`src/sv/pidc_pkg.sv`:
```
// ----------------------------------------------------------------------------
// PID controller package
// Shared widths, register indexes, controller types and the Q16.16
// saturation and clamp helpers used by the controller and the datapath.
// ----------------------------------------------------------------------------
package pidc_pkg;

    // Word widths of the Q16.16 arithmetic.
    localparam int unsigned DATA_W  = 32;
    localparam int unsigned FRAC_W  = 16;
    localparam int unsigned OPND_W  = DATA_W + 1;
    localparam int unsigned PROD_W  = 2 * OPND_W;
    localparam int unsigned SUM_W   = DATA_W + 2;
    localparam int unsigned DIVD_W  = DATA_W + FRAC_W;

    // The serial divider produces one quotient bit per cycle.
    localparam int unsigned DIV_STEPS = DIVD_W;
    localparam int unsigned DIV_CNT_W = $clog2(DIV_STEPS);

    // Configuration register indexes.
    localparam int unsigned CFG_IDX_W = 3;
    localparam logic [CFG_IDX_W-1:0] REG_GAIN_P     = 3'd0;
    localparam logic [CFG_IDX_W-1:0] REG_GAIN_I     = 3'd1;
    localparam logic [CFG_IDX_W-1:0] REG_GAIN_D     = 3'd2;
    localparam logic [CFG_IDX_W-1:0] REG_LIMIT_LOW  = 3'd3;
    localparam logic [CFG_IDX_W-1:0] REG_LIMIT_HIGH = 3'd4;

    // Upper limit after reset is 255.0.
    localparam logic signed [DATA_W-1:0] LIMIT_HIGH_RESET = 32'sh00FF_0000;

    localparam logic signed [DATA_W-1:0] SAT_MAX = {1'b0, {(DATA_W-1){1'b1}}};
    localparam logic signed [DATA_W-1:0] SAT_MIN = {1'b1, {(DATA_W-1){1'b0}}};

    // Operand selection of the shared multiplier.
    typedef enum logic [1:0] {
        MSEL_P   = 2'd0,
        MSEL_I   = 2'd1,
        MSEL_D   = 2'd2,
        MSEL_INC = 2'd3
    } mul_sel_t;

    // Controller states, one-hot.
    typedef enum logic [10:0] {
        ST_IDLE    = 11'b000_0000_0001,
        ST_MUL_P   = 11'b000_0000_0010,
        ST_MUL_I   = 11'b000_0000_0100,
        ST_MUL_D   = 11'b000_0000_1000,
        ST_MUL_INC = 11'b000_0001_0000,
        ST_ACC     = 11'b000_0010_0000,
        ST_INTEG   = 11'b000_0100_0000,
        ST_DIV     = 11'b000_1000_0000,
        ST_FIXD    = 11'b001_0000_0000,
        ST_SUM     = 11'b010_0000_0000,
        ST_DONE    = 11'b100_0000_0000
    } state_t;

    // Commands from the controller to the datapath.
    typedef struct packed {
        logic     take;
        logic     clear;
        mul_sel_t mul_sel;
        logic     cap_diff;
        logic     cap_p;
        logic     cap_a;
        logic     cap_num;
        logic     cap_inc;
        logic     integ_upd;
        logic     div_load;
        logic     div_step;
        logic     fix_d;
        logic     sum;
        logic     out_load;
    } cmd_t;

    // Status from the datapath to the controller.
    typedef struct packed {
        logic div_last;
    } stat_t;

    // Result of a clamp against the limits.
    typedef struct packed {
        logic                      hit;
        logic signed [DATA_W-1:0]  val;
    } clamp_t;

    // Shift a full product right by the fraction width (towards minus
    // infinity) and saturate it to a signed word.
    function automatic logic signed [DATA_W-1:0] sat_q(input logic signed [PROD_W-1:0] prod);
        logic [PROD_W-DATA_W-FRAC_W:0] top;
        top = prod[PROD_W-1:DATA_W+FRAC_W-1];
        if (top == '0 || top == '1)
            sat_q = prod[DATA_W+FRAC_W-1:FRAC_W];
        else if (prod[PROD_W-1])
            sat_q = SAT_MIN;
        else
            sat_q = SAT_MAX;
    endfunction

    // Saturate a sum of up to three words to a signed word.
    function automatic logic signed [DATA_W-1:0] sat_sum(input logic signed [SUM_W-1:0] v);
        logic [SUM_W-DATA_W:0] top;
        top = v[SUM_W-1:DATA_W-1];
        if (top == '0 || top == '1)
            sat_sum = v[DATA_W-1:0];
        else if (v[SUM_W-1])
            sat_sum = SAT_MIN;
        else
            sat_sum = SAT_MAX;
    endfunction

    // The lower limit wins, so crossed limits always give one of them.
    function automatic clamp_t clamp_lim(input logic signed [SUM_W-1:0] v,
                                         input logic signed [DATA_W-1:0] low,
                                         input logic signed [DATA_W-1:0] high);
        clamp_t r;
        logic signed [SUM_W-1:0] low_x;
        logic signed [SUM_W-1:0] high_x;
        low_x  = SUM_W'(low);
        high_x = SUM_W'(high);
        r.hit  = 1'b0;
        r.val  = v[DATA_W-1:0];
        if (v < low_x)
        begin
            r.hit = 1'b1;
            r.val = low;
        end
        else if (v > high_x)
        begin
            r.hit = 1'b1;
            r.val = high;
        end
        return r;
    endfunction

endpackage

```
`src/sv/pidc_in_if.sv`:
```
// ----------------------------------------------------------------------------
// PID controller item channel
// Valid/ready channel that carries one compute or clear word.
// ----------------------------------------------------------------------------
interface pidc_in_if
    import pidc_pkg::*;
();
    logic                      valid;
    logic                      ready;
    logic                      kind;
    logic signed [DATA_W-1:0]  measurement;
    logic signed [DATA_W-1:0]  target;
    logic        [DATA_W-1:0]  elapsed;

    modport source (output valid, kind, measurement, target, elapsed, input ready);
    modport sink   (input valid, kind, measurement, target, elapsed, output ready);
endinterface

```
`src/sv/pidc_out_if.sv`:
```
// ----------------------------------------------------------------------------
// PID controller result channel
// Valid/ready channel that carries one controller output word.
// ----------------------------------------------------------------------------
interface pidc_out_if
    import pidc_pkg::*;
();
    logic                      valid;
    logic                      ready;
    logic signed [DATA_W-1:0]  drive;
    logic                      clamped;
    logic                      zero_elapsed;

    modport source (output valid, drive, clamped, zero_elapsed, input ready);
    modport sink   (input valid, drive, clamped, zero_elapsed, output ready);
endinterface

```
`src/sv/pidc_ctrl.sv`:
```
// ----------------------------------------------------------------------------
// PID controller sequencer
// One-hot state machine that walks the datapath through the multiplies,
// the integral update, the serial divide and the output sum, and owns the
// handshakes of both channels.
// ----------------------------------------------------------------------------
module pidc_ctrl
    import pidc_pkg::*;
(
    input  logic  clk,
    input  logic  rst_n,
    input  logic  item_valid,
    input  logic  item_kind,
    output logic  item_ready,
    output logic  result_valid,
    input  logic  result_ready,
    input  stat_t stat,
    output cmd_t  cmd
);

    state_t state_reg;
    state_t state_next;
    logic   result_valid_reg;
    logic   result_valid_next;
    logic   item_fire;
    logic   out_free;

    // A word is taken only between items; the output register is separate.
    assign item_ready   = (state_reg == ST_IDLE);
    assign item_fire    = item_valid && item_ready;
    assign out_free     = !result_valid_reg || result_ready;
    assign result_valid = result_valid_reg;

    // Next state.
    always_comb
    begin
        state_next = state_reg;
        unique case (state_reg)
            ST_IDLE:
            begin
                if (item_fire)
                    state_next = item_kind ? ST_DONE : ST_MUL_P;
            end
            ST_MUL_P:   state_next = ST_MUL_I;
            ST_MUL_I:   state_next = ST_MUL_D;
            ST_MUL_D:   state_next = ST_MUL_INC;
            ST_MUL_INC: state_next = ST_ACC;
            ST_ACC:     state_next = ST_INTEG;
            ST_INTEG:   state_next = ST_DIV;
            ST_DIV:
            begin
                if (stat.div_last)
                    state_next = ST_FIXD;
            end
            ST_FIXD:    state_next = ST_SUM;
            ST_SUM:     state_next = ST_DONE;
            ST_DONE:
            begin
                if (out_free)
                    state_next = ST_IDLE;
            end
            default:    state_next = ST_IDLE;
        endcase
    end

    // Datapath commands decoded from the state.
    always_comb
    begin
        cmd           = '0;
        cmd.take      = item_fire && !item_kind;
        cmd.clear     = item_fire && item_kind;
        cmd.cap_diff  = (state_reg == ST_MUL_P);
        cmd.cap_p     = (state_reg == ST_MUL_I);
        cmd.cap_a     = (state_reg == ST_MUL_D);
        cmd.cap_num   = (state_reg == ST_MUL_INC);
        cmd.cap_inc   = (state_reg == ST_ACC);
        cmd.div_load  = (state_reg == ST_ACC);
        cmd.integ_upd = (state_reg == ST_INTEG);
        cmd.div_step  = (state_reg == ST_DIV);
        cmd.fix_d     = (state_reg == ST_FIXD);
        cmd.sum       = (state_reg == ST_SUM);
        cmd.out_load  = (state_reg == ST_DONE) && out_free;
        unique case (state_reg)
            ST_MUL_I:   cmd.mul_sel = MSEL_I;
            ST_MUL_D:   cmd.mul_sel = MSEL_D;
            ST_MUL_INC: cmd.mul_sel = MSEL_INC;
            default:    cmd.mul_sel = MSEL_P;
        endcase
    end

    // Output valid is set on load and cleared once the word is taken.
    always_comb
    begin
        result_valid_next = result_valid_reg;
        if (cmd.out_load)
            result_valid_next = 1'b1;
        else if (result_ready)
            result_valid_next = 1'b0;
    end

    always_ff @(posedge clk or negedge rst_n)
    begin
        if (!rst_n)
        begin
            state_reg        <= ST_IDLE;
            result_valid_reg <= 1'b0;
        end
        else
        begin
            state_reg        <= state_next;
            result_valid_reg <= result_valid_next;
        end
    end

    // A compute word always starts with the proportional multiply.
    a_take_seq: assert property (@(posedge clk) disable iff (!rst_n)
        item_fire && !item_kind |=> state_reg == ST_MUL_P)
        else $error("compute word did not start the multiply sequence");

    // A finished word never overwrites one still waiting at the output.
    a_no_overwrite: assert property (@(posedge clk) disable iff (!rst_n)
        cmd.out_load |-> (!result_valid_reg || result_ready))
        else $error("output register overwritten");

    // The divider runs until the datapath reports its last step.
    a_div_hold: assert property (@(posedge clk) disable iff (!rst_n)
        state_reg == ST_DIV && !stat.div_last |=> state_reg == ST_DIV)
        else $error("divider left early");

endmodule

```
`src/sv/pidc_dp.sv`:
```
// ----------------------------------------------------------------------------
// PID controller datapath
// Configuration registers, the shared 33x33 multiplier, the restoring
// divider for the derivative term, integral and error state, and the
// output register.
// ----------------------------------------------------------------------------
module pidc_dp
    import pidc_pkg::*;
(
    input  logic                      clk,
    input  logic                      rst_n,
    input  logic                      cfg_we,
    input  logic [CFG_IDX_W-1:0]      cfg_index,
    input  logic [DATA_W-1:0]         cfg_data,
    input  logic signed [DATA_W-1:0]  measurement,
    input  logic signed [DATA_W-1:0]  target,
    input  logic        [DATA_W-1:0]  elapsed,
    input  cmd_t                      cmd,
    output stat_t                     stat,
    output logic signed [DATA_W-1:0]  drive,
    output logic                      clamped,
    output logic                      zero_elapsed
);

    // Configuration.
    logic signed [DATA_W-1:0] gain_p_reg;
    logic signed [DATA_W-1:0] gain_i_reg;
    logic signed [DATA_W-1:0] gain_d_reg;
    logic signed [DATA_W-1:0] limit_low_reg;
    logic signed [DATA_W-1:0] limit_high_reg;

    // Controller state kept between items.
    logic signed [DATA_W-1:0] integral_reg;
    logic signed [DATA_W-1:0] integral_next;
    logic signed [DATA_W-1:0] prev_reg;

    // Per-item working registers.
    logic signed [DATA_W-1:0] err_reg;
    logic signed [DATA_W-1:0] err_next;
    logic        [DATA_W-1:0] dt_reg;
    logic                     zero_reg;
    logic signed [DATA_W-1:0] diff_reg;
    logic signed [DATA_W-1:0] p_reg;
    logic signed [DATA_W-1:0] a_reg;
    logic signed [DATA_W-1:0] num_reg;
    logic signed [DATA_W-1:0] inc_reg;
    logic signed [DATA_W-1:0] d_reg;
    logic signed [DATA_W-1:0] d_next;

    // Shared multiplier.
    logic signed [OPND_W-1:0] opa;
    logic signed [OPND_W-1:0] opb;
    logic signed [PROD_W-1:0] prod_next;
    logic signed [PROD_W-1:0] prod_reg;

    // Serial divider.
    logic        [DATA_W-1:0] div_rem_reg;
    logic        [DIVD_W-1:0] div_quo_reg;
    logic                     div_neg_reg;
    logic        [DIV_CNT_W-1:0] div_cnt_reg;
    logic        [DATA_W-1:0] num_mag;
    logic        [DATA_W:0]   div_shift;
    logic        [DATA_W+1:0] div_trial;

    // Result and output registers.
    clamp_t                   out_clamp;
    clamp_t                   integ_clamp;
    logic signed [SUM_W-1:0]  total;
    logic signed [DATA_W-1:0] res_drive_reg;
    logic                     res_clamped_reg;
    logic                     res_zero_reg;
    logic signed [DATA_W-1:0] out_drive_reg;
    logic                     out_clamped_reg;
    logic                     out_zero_reg;

    // Configuration writes; indexes past the last register are ignored.
    always_ff @(posedge clk or negedge rst_n)
    begin
        if (!rst_n)
        begin
            gain_p_reg     <= '0;
            gain_i_reg     <= '0;
            gain_d_reg     <= '0;
            limit_low_reg  <= '0;
            limit_high_reg <= LIMIT_HIGH_RESET;
        end
        else if (cfg_we)
        begin
            case (cfg_index)
                REG_GAIN_P:     gain_p_reg     <= cfg_data;
                REG_GAIN_I:     gain_i_reg     <= cfg_data;
                REG_GAIN_D:     gain_d_reg     <= cfg_data;
                REG_LIMIT_LOW:  limit_low_reg  <= cfg_data;
                REG_LIMIT_HIGH: limit_high_reg <= cfg_data;
                default:        ;
            endcase
        end
    end

    // Error of the incoming word, saturated.
    assign err_next = sat_sum(SUM_W'(target) - SUM_W'(measurement));

    // Multiplier operand selection; elapsed is unsigned.
    always_comb
    begin
        unique case (cmd.mul_sel)
            MSEL_P:
            begin
                opa = OPND_W'(gain_p_reg);
                opb = OPND_W'(err_reg);
            end
            MSEL_I:
            begin
                opa = OPND_W'(gain_i_reg);
                opb = OPND_W'(err_reg);
            end
            MSEL_D:
            begin
                opa = OPND_W'(gain_d_reg);
                opb = OPND_W'(diff_reg);
            end
            MSEL_INC:
            begin
                opa = OPND_W'(a_reg);
                opb = {1'b0, dt_reg};
            end
            default:
            begin
                opa = OPND_W'(gain_p_reg);
                opb = OPND_W'(err_reg);
            end
        endcase
    end

    assign prod_next = opa * opb;

    // Integral update: saturating add, then clamp to the limits.
    assign integ_clamp   = clamp_lim(SUM_W'(sat_sum(SUM_W'(integral_reg) + SUM_W'(inc_reg))),
                                     limit_low_reg, limit_high_reg);
    assign integral_next = integ_clamp.val;

    // Divider: magnitude of the numerator and one restoring step.
    assign num_mag   = num_reg[DATA_W-1] ? (~num_reg + 1'b1) : num_reg;
    assign div_shift = {div_rem_reg, div_quo_reg[DIVD_W-1]};
    assign div_trial = {1'b0, div_shift} - {2'b00, dt_reg};

    // Sign fix and saturation of the quotient, truncated towards zero.
    always_comb
    begin
        if (zero_reg)
            d_next = '0;
        else if (!div_neg_reg)
        begin
            if (div_quo_reg[DIVD_W-1:DATA_W-1] != '0)
                d_next = SAT_MAX;
            else
                d_next = div_quo_reg[DATA_W-1:0];
        end
        else
        begin
            if (div_quo_reg[DIVD_W-1:DATA_W] != '0 ||
                (div_quo_reg[DATA_W-1] && div_quo_reg[DATA_W-2:0] != '0))
                d_next = SAT_MIN;
            else
                d_next = ~div_quo_reg[DATA_W-1:0] + 1'b1;
        end
    end

    // Output sum and its exact clamp.
    assign total     = SUM_W'(p_reg) + SUM_W'(integral_reg) + SUM_W'(d_reg);
    assign out_clamp = clamp_lim(total, limit_low_reg, limit_high_reg);

    assign stat.div_last = (div_cnt_reg == DIV_CNT_W'(DIV_STEPS - 1));

    // Kept state and divider count.
    always_ff @(posedge clk or negedge rst_n)
    begin
        if (!rst_n)
        begin
            integral_reg <= '0;
            prev_reg     <= '0;
            div_cnt_reg  <= '0;
        end
        else
        begin
            if (cmd.clear)
                integral_reg <= '0;
            else if (cmd.integ_upd)
                integral_reg <= integral_next;
            if (cmd.integ_upd)
                prev_reg <= err_reg;
            if (cmd.div_load)
                div_cnt_reg <= '0;
            else if (cmd.div_step)
                div_cnt_reg <= div_cnt_reg + 1'b1;
        end
    end

    // Working registers of one item.
    always_ff @(posedge clk)
    begin
        prod_reg <= prod_next;
        if (cmd.take)
        begin
            err_reg  <= err_next;
            dt_reg   <= elapsed;
            zero_reg <= (elapsed == '0);
        end
        if (cmd.cap_diff)
            diff_reg <= sat_sum(SUM_W'(err_reg) - SUM_W'(prev_reg));
        if (cmd.cap_p)
            p_reg <= sat_q(prod_reg);
        if (cmd.cap_a)
            a_reg <= sat_q(prod_reg);
        if (cmd.cap_num)
            num_reg <= sat_q(prod_reg);
        if (cmd.cap_inc)
            inc_reg <= sat_q(prod_reg);
        if (cmd.div_load)
        begin
            div_rem_reg <= '0;
            div_quo_reg <= {num_mag, {FRAC_W{1'b0}}};
            div_neg_reg <= num_reg[DATA_W-1];
        end
        else if (cmd.div_step)
        begin
            if (!div_trial[DATA_W+1])
            begin
                div_rem_reg <= div_trial[DATA_W-1:0];
                div_quo_reg <= {div_quo_reg[DIVD_W-2:0], 1'b1};
            end
            else
            begin
                div_rem_reg <= div_shift[DATA_W-1:0];
                div_quo_reg <= {div_quo_reg[DIVD_W-2:0], 1'b0};
            end
        end
        if (cmd.fix_d)
            d_reg <= d_next;
        if (cmd.clear)
        begin
            res_drive_reg   <= '0;
            res_clamped_reg <= 1'b0;
            res_zero_reg    <= 1'b0;
        end
        else if (cmd.sum)
        begin
            res_drive_reg   <= out_clamp.val;
            res_clamped_reg <= out_clamp.hit;
            res_zero_reg    <= zero_reg;
        end
        if (cmd.out_load)
        begin
            out_drive_reg   <= res_drive_reg;
            out_clamped_reg <= res_clamped_reg;
            out_zero_reg    <= res_zero_reg;
        end
    end

    assign drive        = out_drive_reg;
    assign clamped      = out_clamped_reg;
    assign zero_elapsed = out_zero_reg;

    // With ordered limits the stored integral stays inside them.
    a_integ_in_limits: assert property (@(posedge clk) disable iff (!rst_n)
        $past(cmd.integ_upd) && !$past(cfg_we) && limit_low_reg <= limit_high_reg
        |-> integral_reg >= limit_low_reg && integral_reg <= limit_high_reg)
        else $error("integral outside limits after update");

    // A clamped result equals one of the limits.
    a_clamp_value: assert property (@(posedge clk) disable iff (!rst_n)
        $past(cmd.sum) && !$past(cfg_we) && res_clamped_reg
        |-> res_drive_reg == limit_low_reg || res_drive_reg == limit_high_reg)
        else $error("clamped result is not a limit");

    // Zero elapsed time forces the derivative term to zero.
    a_zero_deriv: assert property (@(posedge clk) disable iff (!rst_n)
        $past(cmd.fix_d) && zero_reg |-> d_reg == '0)
        else $error("derivative not zero for zero elapsed time");

endmodule

```
`src/sv/pid_controller_clamped_integral_core.sv`:
```
// ----------------------------------------------------------------------------
// PID controller with clamped integral
// Top level: joins the sequencer and the datapath to the item and result
// channels and the configuration write port.
// ----------------------------------------------------------------------------
// Each compute word (kind 0) yields one result, and the next word is taken
// in the cycle after the result is loaded into the output register. The
// restoring divider of the derivative term produces one quotient bit per
// cycle; the four Q16.16 products share one 33x33 multiplier, one product
// per cycle. A clear word (kind 1) zeroes the integral, keeps the last error
// and returns a zero result. A finished result waits in the output register
// while the next word is accepted. Configuration registers may be written
// whenever no word is in flight; writes to indexes beyond the limit
// registers are ignored.
module pid_controller_clamped_integral_core
    import pidc_pkg::*;
(
    input  logic                  clk,
    input  logic                  rst_n,
    input  logic                  cfg_we,
    input  logic [CFG_IDX_W-1:0]  cfg_index,
    input  logic [DATA_W-1:0]     cfg_data,
    pidc_in_if.sink               item,
    pidc_out_if.source            result
);

    cmd_t  cmd;
    stat_t stat;

    // Sequencer.
    pidc_ctrl u_ctrl (
        .clk          (clk),
        .rst_n        (rst_n),
        .item_valid   (item.valid),
        .item_kind    (item.kind),
        .item_ready   (item.ready),
        .result_valid (result.valid),
        .result_ready (result.ready),
        .stat         (stat),
        .cmd          (cmd)
    );

    // Arithmetic and state.
    pidc_dp u_dp (
        .clk          (clk),
        .rst_n        (rst_n),
        .cfg_we       (cfg_we),
        .cfg_index    (cfg_index),
        .cfg_data     (cfg_data),
        .measurement  (item.measurement),
        .target       (item.target),
        .elapsed      (item.elapsed),
        .cmd          (cmd),
        .stat         (stat),
        .drive        (result.drive),
        .clamped      (result.clamped),
        .zero_elapsed (result.zero_elapsed)
    );

endmodule

```
`src/flat_wrapper.sv`:
```
// flat-port wrapper written by rule: the top's interface ports become plain ports
module pid_controller_clamped_integral_core_flat import pidc_pkg::*;
  (clk, rst_n, cfg_we, cfg_index, cfg_data, item_valid, item_kind, item_measurement, item_target, item_elapsed, item_ready, result_valid, result_drive, result_clamped, result_zero_elapsed, result_ready);
  pidc_in_if item_i ();
  pidc_out_if result_i ();
  input  logic clk;
  input  logic rst_n;
  input  logic cfg_we;
  input  logic [CFG_IDX_W-1:0] cfg_index;
  input  logic [DATA_W-1:0] cfg_data;
  input wire logic [$bits(item_i.valid)-1:0] item_valid;
  input wire logic [$bits(item_i.kind)-1:0] item_kind;
  input wire logic [$bits(item_i.measurement)-1:0] item_measurement;
  input wire logic [$bits(item_i.target)-1:0] item_target;
  input wire logic [$bits(item_i.elapsed)-1:0] item_elapsed;
  output wire logic [$bits(item_i.ready)-1:0] item_ready;
  output wire logic [$bits(result_i.valid)-1:0] result_valid;
  output wire logic [$bits(result_i.drive)-1:0] result_drive;
  output wire logic [$bits(result_i.clamped)-1:0] result_clamped;
  output wire logic [$bits(result_i.zero_elapsed)-1:0] result_zero_elapsed;
  input wire logic [$bits(result_i.ready)-1:0] result_ready;
  assign item_i.valid = item_valid;
  assign item_i.kind = item_kind;
  assign item_i.measurement = item_measurement;
  assign item_i.target = item_target;
  assign item_i.elapsed = item_elapsed;
  assign item_ready = item_i.ready;
  assign result_valid = result_i.valid;
  assign result_drive = result_i.drive;
  assign result_clamped = result_i.clamped;
  assign result_zero_elapsed = result_i.zero_elapsed;
  assign result_i.ready = result_ready;
  pid_controller_clamped_integral_core u_core (.clk(clk), .rst_n(rst_n), .cfg_we(cfg_we), .cfg_index(cfg_index), .cfg_data(cfg_data), .item(item_i), .result(result_i));
endmodule
```
`config.mk`:
```
export PLATFORM = sky130hd
export DESIGN_NAME = pid_controller_clamped_integral_core_flat
export DESIGN_NICKNAME = d
export VERILOG_FILES = /design/src/sv/pidc_pkg.sv /design/src/sv/pidc_in_if.sv /design/src/sv/pidc_out_if.sv /design/src/sv/pidc_ctrl.sv /design/src/sv/pidc_dp.sv /design/src/sv/pid_controller_clamped_integral_core.sv /design/src/flat_wrapper.sv
export SDC_FILE = /design/constraint.sdc
export NUM_CORES = 2
export LEC_CHECK = 0
export BUFFER_PORTS_ARGS = -buffer_cell sky130_fd_sc_hd__buf_2
export CAP_MARGIN = 25
export CORE_ASPECT_RATIO = 1.5
export CORE_MARGIN = 2
export CORE_UTILIZATION = 30
export CTS_CLUSTER_DIAMETER = 150
export DETAILED_ROUTE_END_ITERATION = 10
export GPL_TIMING_DRIVEN = 0
export SETUP_SLACK_MARGIN = 0.5
export SYNTH_ARGS = -nofsm -noshare
export SYNTH_HDL_FRONTEND = slang
export SYNTH_SLANG_ARGS = --single-unit
```
`constraint.sdc`:
```
create_clock -name clk -period 14.31 [get_ports clk]
set_clock_uncertainty 0.1 [all_clocks]
set_input_delay 2.1465 -clock clk [delete_from_list [all_inputs] [get_ports clk]]
set_output_delay 2.1465 -clock clk [all_outputs]
set_load 0.01 [all_outputs]
```
# After elaboration in Yosys (flattened, before gate mapping)
# Cells that the tools add are included.
# classes
multipliers,1
n_bitwise,2
mux,34
order_cmp,4
reduce_logical,33
addsub,9
eq_ne,26
# op_table
cell,n
32-bit 2-to-1 mux,17
33-bit one-hot mux with 4 select lines,1
11-bit one-hot mux with 11 select lines,1
33-bit one-hot mux with 3 select lines,1
48-bit 2-to-1 mux,2
32-bit by 32-bit adder with 33-bit output,2
33-bit by 33-bit multiplier with 66-bit output,1
33-bit 2-to-1 mux,2
32-bit by 32-bit subtractor with 33-bit output,2
"32-bit by 1-bit adder with 32-bit output, second input constant",2
32-bit inverter,2
11-bit 2-to-1 mux,4
33-bit by 32-bit adder with 34-bit output,1
34-bit by 32-bit > comparator with 1-bit output,1
34-bit by 32-bit less-than comparator with 1-bit output,1
33-bit by 32-bit subtractor with 34-bit output,1
32-bit > comparator,1
32-bit zero test,1
32-bit less-than comparator,1
31-bit nonzero test,1
"19-bit == test, second input constant",1
19-bit zero test,1
17-bit nonzero test,1
16-bit nonzero test,1
32 further kinds,60
# word_totals
elab_cells,139
regBits,714
out_inout_bits,36

# Longest topological paths before layout
# depth
ltp_word,9
ltp_mapped,40

# By module
# From an unflattened synthesis, not the netlist that was laid out.
# unflattened
cells_unflattened,8101
area_unflattened_um2,77743.3
# modules_own_cells
mod,seq_area_each_um2,instances,area_per_inst_um2,cells_each
pidc_dp,18137.4,1,76891.2,8007
pidc_ctrl,301.5,1,852.1,94

# Least setup slack after synthesis
# OpenSTA, ideal clock, no wires.
# synth_path
kind,register -> register
startpoint,register u_core.u_ctrl.state_reg[10]
endpoint,register u_core.u_dp.prod_reg[65]
path_stages_with_launch,36
setup_slack_ns,1.211
n_path_buf,1
setup_time_ns,0.072
period_less_slack_ns,13.099
t_arrival_ns,12.927
path_cell_list,dfrtp_1 nor3_1 nand3_1 nor4_1 o21ai_0 mux2i_1 clkbuf_1 nor2_1 fa_1 inv_1 fa_1 inv_1 fa_1 inv_1 fa_1 inv_1 fa_1 fa_1 fa_1 inv_1 fa_1 inv_1 ha_1 and3_1 nand2_1 nor3_1 and3_1 and2_1 a221o_1 o21ai_1 a2111oi_4 a211oi_2 o21ai_1 a211o_1 a21oi_1 xnor2_1
# synth_between
elab_chain_len,6
elab_cells_between_ends,12
classes_between,mul: 1; eq/ne: 6; mux: 3; reduce/logical: 2
# synth_rtl
item,line_no,text
start: declaration,pidc_ctrl.sv:21,state_t state_reg;
start signal: assignment,pidc_ctrl.sv:110,state_reg <= state_next;
"11-bit by 5-bit == test with 1-bit output, or another cell as far along",pidc_ctrl.sv:83,unique case (state_reg)
2-bit one-hot mux with 3 select lines *,pidc_ctrl.sv:83,
2-bit by 1-bit == test with 1-bit output or 2-bit zero test (tied branches),pidc_dp.sv:106,unique case (cmd.mul_sel)
2-bit OR reduction (no source line),-,
33-bit one-hot mux with 3 select lines,pidc_dp.sv:106,
33-bit by 33-bit multiplier with 66-bit output *,pidc_dp.sv:135,assign prod_next = opa * opb;
named net u_core.u_dp.prod_next[65],pidc_dp.sv:53,logic signed [PROD_W-1:0] prod_next;
end signal: assignment,pidc_dp.sv:202,prod_reg <= prod_next;
end: declaration,pidc_dp.sv:54,logic signed [PROD_W-1:0] prod_reg;
# The timed path passes the listed nets; every way through them passes the cells marked *.
# A chain may end at the register's enable or synchronous reset.

# Final worst setup path
# layout_path
startpoint,register u_core.u_ctrl.state_reg[2]
endpoint,register u_core.u_dp.prod_reg[63]
# Same word-level chain as after synthesis.

==> run_results.csv <==
group,metric,value,unit
status,status,"finished clean",
worst_setup_path,startpoint_type,"register",
clocking,clock_latency,0.73,ns
sta,maxSlewHeadroom,20.6,%
detailed_routing,via_per_inst,5.18,
cells_and_area,largest_register_ff_count,50,
global_route,grtUsageTotal,24.6,%
cells_and_area,multi_input_area,51700,µm²
sta,fmax,0.0739,GHz
yosys,syn_nets,9705,
yosys,synth_common_cells,"inv_1 (1317), fa_1 (1158), nor2_1 (844), nand2_1 (785), ha_1 (505)",
yosys,synth_ff_type,"edfxtp_1",
sta,setup_viol,0,
clocking,hold_buffers,0,
floorplanning,dieArea,258000,µm²
clocking,cts_made_buffers,82,
place,place_area,82800,µm²
floorplanning,die_h,621,µm
sta,rsz0062_at_grt,"false",
worst_setup_path,cp.arrival,14.08,ns
sta,post-route-period-util,94.5,%
yosys,synth_most_common_cell,"inv_1",
sta,period_minus_slack,13.52,ns
yosys,synth_edf_count,324,
yosys,syn_inst,7905,
detailed_routing,drc,0,
worst_setup_path,worstSetupPathType,"register to register",
detailed_routing,drt_pass1_iterations,8,
hold_path,worst_hold_path_type,"register to register",
worst_setup_path,required,14.87,ns
yosys,synth_top_area_cell,"fa_1",
place,place.gp.congestion,1.01,
detailed_routing,vias,60400,
yosys,async_reset_ff_share,34.7,%
clocking,cts-root-buf,"clkbuf_16",
cells_and_area,regArea,18400,µm²
clocking,max-clock-path-buffers,3,
cells_and_area,syn_to_final_growth,12.9,%
clocking,cts_tree,"yes",
sta,final_max_slew_viol_count,0,
worst_setup_path,crit_fanout,10,
yosys,ys_ff_latch,698,
floorplanning,coreArea,253000,µm²
detailed_routing,ant_nets,0,
clocking,htreeDepth,3,
cells_and_area,fill_cells,25800,
detailed_routing,wirelength,318000,µm
floorplanning,start_util,30.1,%
yosys,yosys-top-cells-area,"fa_1 (30%), edfxtp_1 (13%), ha_1 (8.3%), dfrtp_1 (7.7%), inv_1 (6.5%)",
worst_setup_path,r2r_start,"u_core.u_ctrl.state_reg[2]",
global_route,antenna_found_initial,21,
worst_setup_path,end_kind,"register",
floorplanning,fp.dieW,415,µm
yosys,synth_area,76100,µm²
yosys,ys_seq_area_share,24.2,%
worst_setup_path,startpoint,"u_core.u_ctrl.state_reg[2]",
sta,worst_slack,0.786,ns
global_route,grt_max_degree,106,
global_route,grt_pass1_vias,65200,
clocking,cts.clk_slew.worst_paths,0.06,ns
floorplanning,num_io_pins,173,
place,dpl_worst_slack,0.0373,ns
yosys,synth_top_cell_area_share,30.4,%
detailed_routing,drtIter0Drc,4212,
detailed_routing,avgRoutedWirePerCell,27.3,µm
floorplanning,num_rows,226,
hold_path,worstHoldStart,"u_core.u_dp.res_drive_reg[0]",
sta,tightest_slew,1.19,ns
yosys,ys.warnings.count,0,
run,maxCapViolCount,0,
sta,hold_violations,0,
clocking,clkSinkCount,698,
yosys,syn_area_per_cell,9.63,µm²
place,dp_hpwl,271000,µm
worst_setup_path,crit_top_cell,"fa_1",
cells_and_area,nets,10100,
global_route,grt_overflow_total,0,
global_route,grt_first_pass_wirelength,454000,µm
cells_and_area,drive_above_1_share,8.39,%
cells_and_area,final_cell_area,86000,µm²
worst_setup_path,crit_slowest_cell,"clkdlybuf4s15_1",
place,portBuffers,171,
worst_setup_path,critPathMaxStageDelay,0.66,ns
yosys,ys_types,85,
[cells in the final DEF, fill, tap and decap left out, types with 50 or more instances in the layout]
master	synthesis	final
edfxtp_1	324	324
o21a_1	82	81
clkbuf_1	303	293
o21ai_0	298	292
clkbuf_16	0	82
dfrtp_1	233	233
xnor2_1	127	127
a21oi_1	381	379
nand3_1	73	73
ha_1	505	505
buf_2	3	180
nand2b_1	74	74
inv_1	1317	1317
fa_1	1158	1157
buf_8	0	56
mux2_2	160	160
nor2_1	844	843
dfxtp_1	132	132
a21o_1	190	190
nand2_1	785	785
nand4_1	52	52
mux2i_1	63	62
a22o_1	50	50
xor2_1	103	103
nor3_1	64	62
[critical path: cells and delay by family, from the launching register on]
family	cells	cell delay, ns
xor gates and xnor gates	1	0.16
and+or+nand+nor	9	2.46
AOI/OAI and AO/OA	8	2.24
DFF	1	0.36
buffers and inverters	11	3.29
adders and majority gates	9	4.73
[worst paths after layout]
path	end	slack, ns	depth (start not counted)
setup / recovery	u_core.u_dp.prod_reg[63]	0.79	38
hold / removal	u_core.u_dp.drive[0]	0.33	0
setup reg to reg	u_core.u_dp.prod_reg[63]	0.79	38
hold reg to reg	u_core.u_dp.drive[0]	0.33	0
max in group asynchronous	u_core.u_dp.integral_reg[9]	11.51	3
min in group asynchronous	u_core.u_dp.prev_reg[22]	1.20	1
[metrics by stage]
stage / hold slack [ns] / setup TNS (ns) / std cells / util [%]
floorplan: 0.308 / 0 / 7905 / -
global route: 0.345 / 0 / 11700 / 34.0
finish: 0.333 / 0 / 11700 / 34.1
global placement: 0.316 / -158.04 / 11400 / 32.1
CTS: 0.334 / 0 / 11700 / 34.0
detailed placement: 0.321 / 0 / 11500 / 32.8
[per-layer routing]
layer	vias to the layer above	track usage, %	wire length, µm
li1	26300	-	-
met1	30700	24.4	106000
met2	2330	44.2	160000
met3	1031	4.13	17000
met4	16	22.1	35000
met5	-	0	115
[cells by family after synthesis]
| group | count (synthesis) | synth area share [%] |
|---|---|---|
| multiplexers | 223 | 3.19 |
| adder cells (fa/ha/maj) | 1674 | 38.9 |
| flip-flops | 698 | 24.2 |
| XOR/XNOR | 230 | 2.65 |
| buffers and inverters | 1653 | 8.15 |
| AO/OA/AOI/OAI | 1332 | 11.1 |
| AND/OR/NAND/NOR | 2095 | 11.8 |
[cell type report]
cell class / instances / area share [%]
diodes: 10 / 0.0291
plain buffers: 333 / 1.52
clock buffers: 97 / 2.49
clock inverters: 57 / 0.937
inverters: 1320 / 5.76
multi-input cells: 5554 / 60.1
flip-flops and latches: 698 / 21.4
well taps: 3306 / 4.81
repair buffers: 292 / 2.87
[what timing repair did]
action	in CTS	in global routing
endpoints found under the setup margin	12	12
buffers inserted	0	0
resized for setup	2	59
Power is left out: the tool's default activity adds up to more than one toggle a clock period on the data nets, which glitch-free logic cannot reach.
